[config.mk]
export PLATFORM = sky130hd
export DESIGN_NAME = tmr_cell
export DESIGN_NICKNAME = d
export VERILOG_FILES = /design/src/tmr_pkg.sv /design/src/tmr_cell.sv
export SDC_FILE = /design/constraint.sdc
export NUM_CORES = 1
export LEC_CHECK = 0
export BUFFER_PORTS_ARGS = -buffer_cell sky130_fd_sc_hd__buf_4
export CAP_MARGIN = 20
export CORE_MARGIN = 5
export CORE_UTILIZATION = 53
export CTS_CLUSTER_SIZE = 14
export DETAILED_ROUTE_END_ITERATION = 10
export GPL_TIMING_DRIVEN = 1
export PLACE_DENSITY = 0.77
export SETUP_SLACK_MARGIN = 0.05
export SLEW_MARGIN = 15
export SYNTH_ARGS = -nofsm -noshare
export SYNTH_HDL_FRONTEND = slang
export SYNTH_SLANG_ARGS = --single-unit
export TNS_END_PERCENT = 20
[constraint.sdc]
create_clock -name clk -period 4.89 [get_ports clk]
set_input_delay 0.489 -clock clk [delete_from_list [all_inputs] [get_ports clk]]
set_output_delay 0.489 -clock clk [all_outputs]
set_load 0.05 [all_outputs]
[src/tmr_pkg.sv]
// ----------------------------------------------------------------------------
// tmr_pkg: shared types and constants of the timer table
// Request and event codes, the control bundle broadcast to every timer cell
// and the search token passed along the row of cells.
// ----------------------------------------------------------------------------
`timescale 1ns / 1ps
`default_nettype none

package tmr_pkg;

  localparam int ID_W        = 32;
  localparam int DELAY_W     = 31;
  localparam int RELOAD_W    = 31;
  localparam int MAX_RESULTS = 16;
  localparam int CNT_W       = $clog2(MAX_RESULTS + 1);

  typedef enum logic [1:0] {
    REQ_ADD    = 2'd0,
    REQ_REMOVE = 2'd1,
    REQ_TICK   = 2'd2
  } req_t;

  typedef enum logic [2:0] {
    EV_ADDED    = 3'd0,
    EV_FULL     = 3'd1,
    EV_REMOVED  = 3'd2,
    EV_NOTFOUND = 3'd3,
    EV_EXPIRED  = 3'd4,
    EV_IDLE     = 3'd5
  } event_t;

  // Commands broadcast to all cells; the addressed cell compares the hit index.
  typedef struct packed {
    logic latch_due;
    logic wr;
    logic clr;
    logic expire;
    req_t mode;
  } cell_ctl_t;

  // Best candidate found so far along the row.
  typedef struct packed {
    logic            found;
    logic [ID_W-1:0] id;
  } tok_t;

endpackage

`default_nettype wire

[src/tmr_cell.sv]
// ----------------------------------------------------------------------------
// tmr_cell: one timer slot
// Holds the slot state, applies broadcast commands addressed to it and
// forwards the registered search token to its right-hand neighbor.
// ----------------------------------------------------------------------------
`timescale 1ns / 1ps
`default_nettype none

module tmr_cell #(
  parameter int TIME_BITS = 40,
  parameter int IDX_W     = 4,
  parameter int INDEX     = 0
) (
  input  wire                          clk,
  input  wire                          rst_n,
  input  tmr_pkg::cell_ctl_t           ctl,
  input  wire  [IDX_W-1:0]             hit_idx,
  input  wire  [tmr_pkg::ID_W-1:0]     wr_id,
  input  wire  [TIME_BITS-1:0]         wr_exp,
  input  wire  [tmr_pkg::RELOAD_W-1:0] wr_rel,
  input  wire  [TIME_BITS-1:0]         now_ms,
  input  wire  [tmr_pkg::ID_W-1:0]     target_id,
  input  tmr_pkg::tok_t                tok_in,
  input  wire  [IDX_W-1:0]             idx_in,
  output tmr_pkg::tok_t                tok_out,
  output logic [IDX_W-1:0]             idx_out
);
  import tmr_pkg::*;

  logic                valid_r, valid_nxt;
  logic                due_r, due_nxt;
  logic [ID_W-1:0]     id_r, id_nxt;
  logic [TIME_BITS-1:0] exp_r, exp_nxt;
  logic [RELOAD_W-1:0] rel_r, rel_nxt;
  tok_t                tok_r, tok_nxt;
  logic [IDX_W-1:0]    idx_r, idx_nxt;

  logic sel;
  logic own_key;
  logic take_own;

  assign sel = (hit_idx == IDX_W'(INDEX));

  always_comb begin
    valid_nxt = valid_r;
    due_nxt   = due_r;
    id_nxt    = id_r;
    exp_nxt   = exp_r;
    rel_nxt   = rel_r;
    if (ctl.latch_due) begin
      due_nxt = valid_r && (exp_r <= now_ms);
    end
    if (sel && ctl.wr) begin
      valid_nxt = 1'b1;
      id_nxt    = wr_id;
      exp_nxt   = wr_exp;
      rel_nxt   = wr_rel;
    end
    if (sel && ctl.clr) begin
      valid_nxt = 1'b0;
    end
    if (sel && ctl.expire) begin
      due_nxt = 1'b0;
      if (rel_r != '0) begin
        exp_nxt = now_ms + TIME_BITS'(rel_r);
      end else begin
        valid_nxt = 1'b0;
      end
    end
  end

  // Free and match searches keep the lowest slot; the due search keeps the
  // smallest id, with the lower slot winning a tie.
  always_comb begin
    case (ctl.mode)
      REQ_ADD:    own_key = !valid_r;
      REQ_REMOVE: own_key = valid_r && (id_r == target_id);
      REQ_TICK:   own_key = due_r;
      default:    own_key = 1'b0;
    endcase
    take_own = own_key && (!tok_in.found || ((ctl.mode == REQ_TICK) && (id_r < tok_in.id)));
    if (take_own) begin
      tok_nxt.found = 1'b1;
      tok_nxt.id    = id_r;
      idx_nxt       = IDX_W'(INDEX);
    end else begin
      tok_nxt = tok_in;
      idx_nxt = idx_in;
    end
  end

  always_ff @(posedge clk) begin
    if (!rst_n) begin
      valid_r <= 1'b0;
      due_r   <= 1'b0;
    end else begin
      valid_r <= valid_nxt;
      due_r   <= due_nxt;
    end
  end

  always_ff @(posedge clk) begin
    id_r  <= id_nxt;
    exp_r <= exp_nxt;
    rel_r <= rel_nxt;
    tok_r <= tok_nxt;
    idx_r <= idx_nxt;
  end

  assign tok_out = tok_r;
  assign idx_out = idx_r;

endmodule

`default_nettype wire

==> flow_summary.json <==
{
  "slew_headroom": 0.292,
  "diodes": 0,
  "synthFlopType": "dfxtp_1",
  "ys_types": 68,
  "clk_latency_ns": 0.42,
  "cts_hold_buf": 0,
  "viasPerCell": 5.57,
  "hpwlAfterDp_mm": 20.7,
  "yosysSeqAreaShare": 0.385,
  "slew_viol_final": 0,
  "synthTopCellsByCount": "ha_1, inv_1, dfxtp_1",
  "cts_tree": "built",
  "cts_max_path_buffers": 2,
  "synthCells": 897,
  "wl_mm": 25.5,
  "drive_gt1_frac": 0.303,
  "synth.most_common_cell": "ha_1",
  "postCtsSetupBuffers": 0,
  "cts_buffers": 17,
  "syn_nets": 1224,
  "htree_levels": 4,
  "cts-root-buf": "clkbuf_16",
  "p_leak_nw": 5.41,
  "final_nets": 1487,
  "cts_resized": 0,
  "cp_data_required_time_ns": 5.20,
  "cts_sinks": 142,
  "setup_violations": 0,
  "grt_pass1_vias": 7965,
  "crit_start": "id_r[19]$_DFFE_PP_",
  "irDropWorstVdd_v": 0.000239,
  "synth_top_area_cell": "edfxtp_1",
  "clock_skew_ns": 0.00937,
  "vias": 7761,
  "gp_congestion": 0.917,
  "path_max_fanout": 28,
  "hold_path_class": "input port to flip-flop",
  "whs_ns": 0.238,
  "rsz0062_at_grt": "false",
  "min_from": "wr_rel[15]",
  "clk_pin_slew_ns": 0.06,
  "synth.area.top_cells": "edfxtp_1, dfxtp_1, ha_1",
  "critPathCapture": "tok_out[31]$_DFF_P_",
  "grt_pass1_wl_mm": 40.3,
  "drt_first_pass_iters": 5,
  "drtIter0Drc": 437,
  "synth_edf_count": 63,
  "core-area_um2": 16600,
  "yosys_warnings": 0,
  "min_period_ns": 3.23,
  "drc": 0,
  "r2r_slack_ns": 1.66,
  "hold_viol_final": 0,
  "rows": 47,
  "crit_type": "flip-flop to flip-flop",
  "async_flop_share": 0,
  "initial_utilization": 0.542,
  "r2r_cells": 10,
  "netlist_area_um2": 9020,
  "r2r-end": "tok_out[31]$_DFF_P_",
  "cp-start-kind": "flip-flop",
  "syn_area_per_cell_um2": 10.1,
  "io_buffers": 260,
  "antenna_found_initial": 0,
  "syn2layout_area_growth_pct": 30.0,
  "gr-total-overflow": 0,
  "fin_tns_setup_ns": 0,
  "synth_top_area_share": 0.210,
  "crit_arrival_ns": 3.53,
  "grt_usage": 0.256,
  "reg2reg_from": "id_r[19]$_DFFE_PP_",
  "die_h_um": 140,
  "routedWlPerCell_um": 18.3,
  "die-area_um2": 19700,
  "critPathCaptureType": "flip-flop",
  "fmax_ghz": 0.310,
  "synth_seq_cells": 142,
  "pin_count": 261,
  "status": "complete, no violations",
  "final_antenna_net_count": 0,
  "power_density_nw_per_um2": 298,
  "die_w_um": 140,
  "worstMarginPinSlew_ns": 1.06,
  "grt_max_degree": 54,
  "drv_cap": 0,
  "period_share": 0.660
}
## cell families after synthesis
logic type | synth area share
DFF | 0.385
adders and majority gates | 0.144
AOI/OAI and AO/OA | 0.164
muxes | 0.0859
and+or+nand+nor | 0.114
xor gates and xnor gates | 0.0554
buffers and inverters | 0.0513
## per-layer routing
layer	GRT usage	routed length (um)
met2	0.460	12800
met3	0.0504	1740
met4	0.101	899
met5	0	0
met1	0.299	10100
## through the flow
step / util / setup slack (ns) / area [um2] / instances / total power [mW]
final: 0.704 / 1.66 / 11700 / 1393 / 3.50
after floorplan: - / 1.11 / 9020 / 897 / 2.00
after global routing: 0.704 / 1.48 / 11700 / 1393 / 3.69
after CTS: 0.704 / 1.63 / 11700 / 1393 / 3.52
after global placement: 0.672 / 1.56 / 11200 / 1361 / 2.30
after detailed placement: 0.672 / 1.47 / 11200 / 1361 / 2.33
## cell type report
type / count / area, um2
well taps: 220 / 275
multi-input cells: 645 / 5090
fillers: 1280 / 4920
flip-flops and latches: 142 / 3470
clock buffers: 17 / 425
repair buffers: 267 / 2020
clock inverters: 15 / 111
inverters: 87 / 329
## placed cells by master (no fill, tap or decap), types with 3 or more instances in the layout
master       n
inv_1       86
o21a_1       4
and2_1       6
nand4_1     29
mux2i_1     26
mux2_4      26
a21o_1      40
a31oi_1      9
o22ai_1      3
buf_4      266
or4_1        4
nand2b_1     5
o21bai_1     5
nor2_1      27
o21ai_0     44
dfxtp_1     79
mux2_2      11
clkinv_4     4
edfxtp_1    63
clkbuf_16   17
a211oi_1    11
nand2_1     59
a31o_2       3
and4_1       3
o211ai_2     4
nor3_1      19
inv_6        4
o2111ai_1    4
or3_1        7
nor4_1      10
xnor2_1     48
a21oi_1     60
o211ai_1     8
xor2_1       9
a221oi_1     3
and3_1       9
nor2b_1     11
ha_1       102
nand3_1      4
clkinv_2     4
## power by group
group | internal [mW] | leakage (nW) | switching (mW)
combinational | 0.438 | 3.90 | 0.436
sequential | 1.37 | 1.23 | 0.0644
clock | 0.655 | 0.272 | 0.538
total | 2.46 | 5.41 | 1.04
## worst max-delay path: stages, from the launching register on
cell and delay (ns):
edfxtp_1 0.44, ha_1 0.32, a21o_1 0.16, a21o_1 0.17, a211o_1 0.28, a21o_1 0.18
a21oi_2 0.14, o211ai_2 0.10, a31oi_4 0.42, buf_4 0.50, mux2_2 0.38
## worst min-delay path by stage
stage / to / slack [ns] / cells after the start
global placement: exp_r[8]$_DFF_P_ / 0.51 / 2
floorplan: exp_r[8]$_DFF_P_ / 0.49 / 2
CTS: rel_r[15]$_DFFE_PP_ / 0.22 / 1
detailed placement: exp_r[8]$_DFF_P_ / 0.53 / 2
global route: id_r[8]$_DFFE_PP_ / 0.22 / 1
finish: rel_r[15]$_DFFE_PP_ / 0.24 / 1
## registers in the layout, indices dropped and copies added, names as in the netlist
signal	flops
tok_out	33
idx_out	4
id_r	32
exp_r	40
valid_r	1
rel_r	31
due_r	1
No activity file was read; power rests on OpenSTA's default activity.
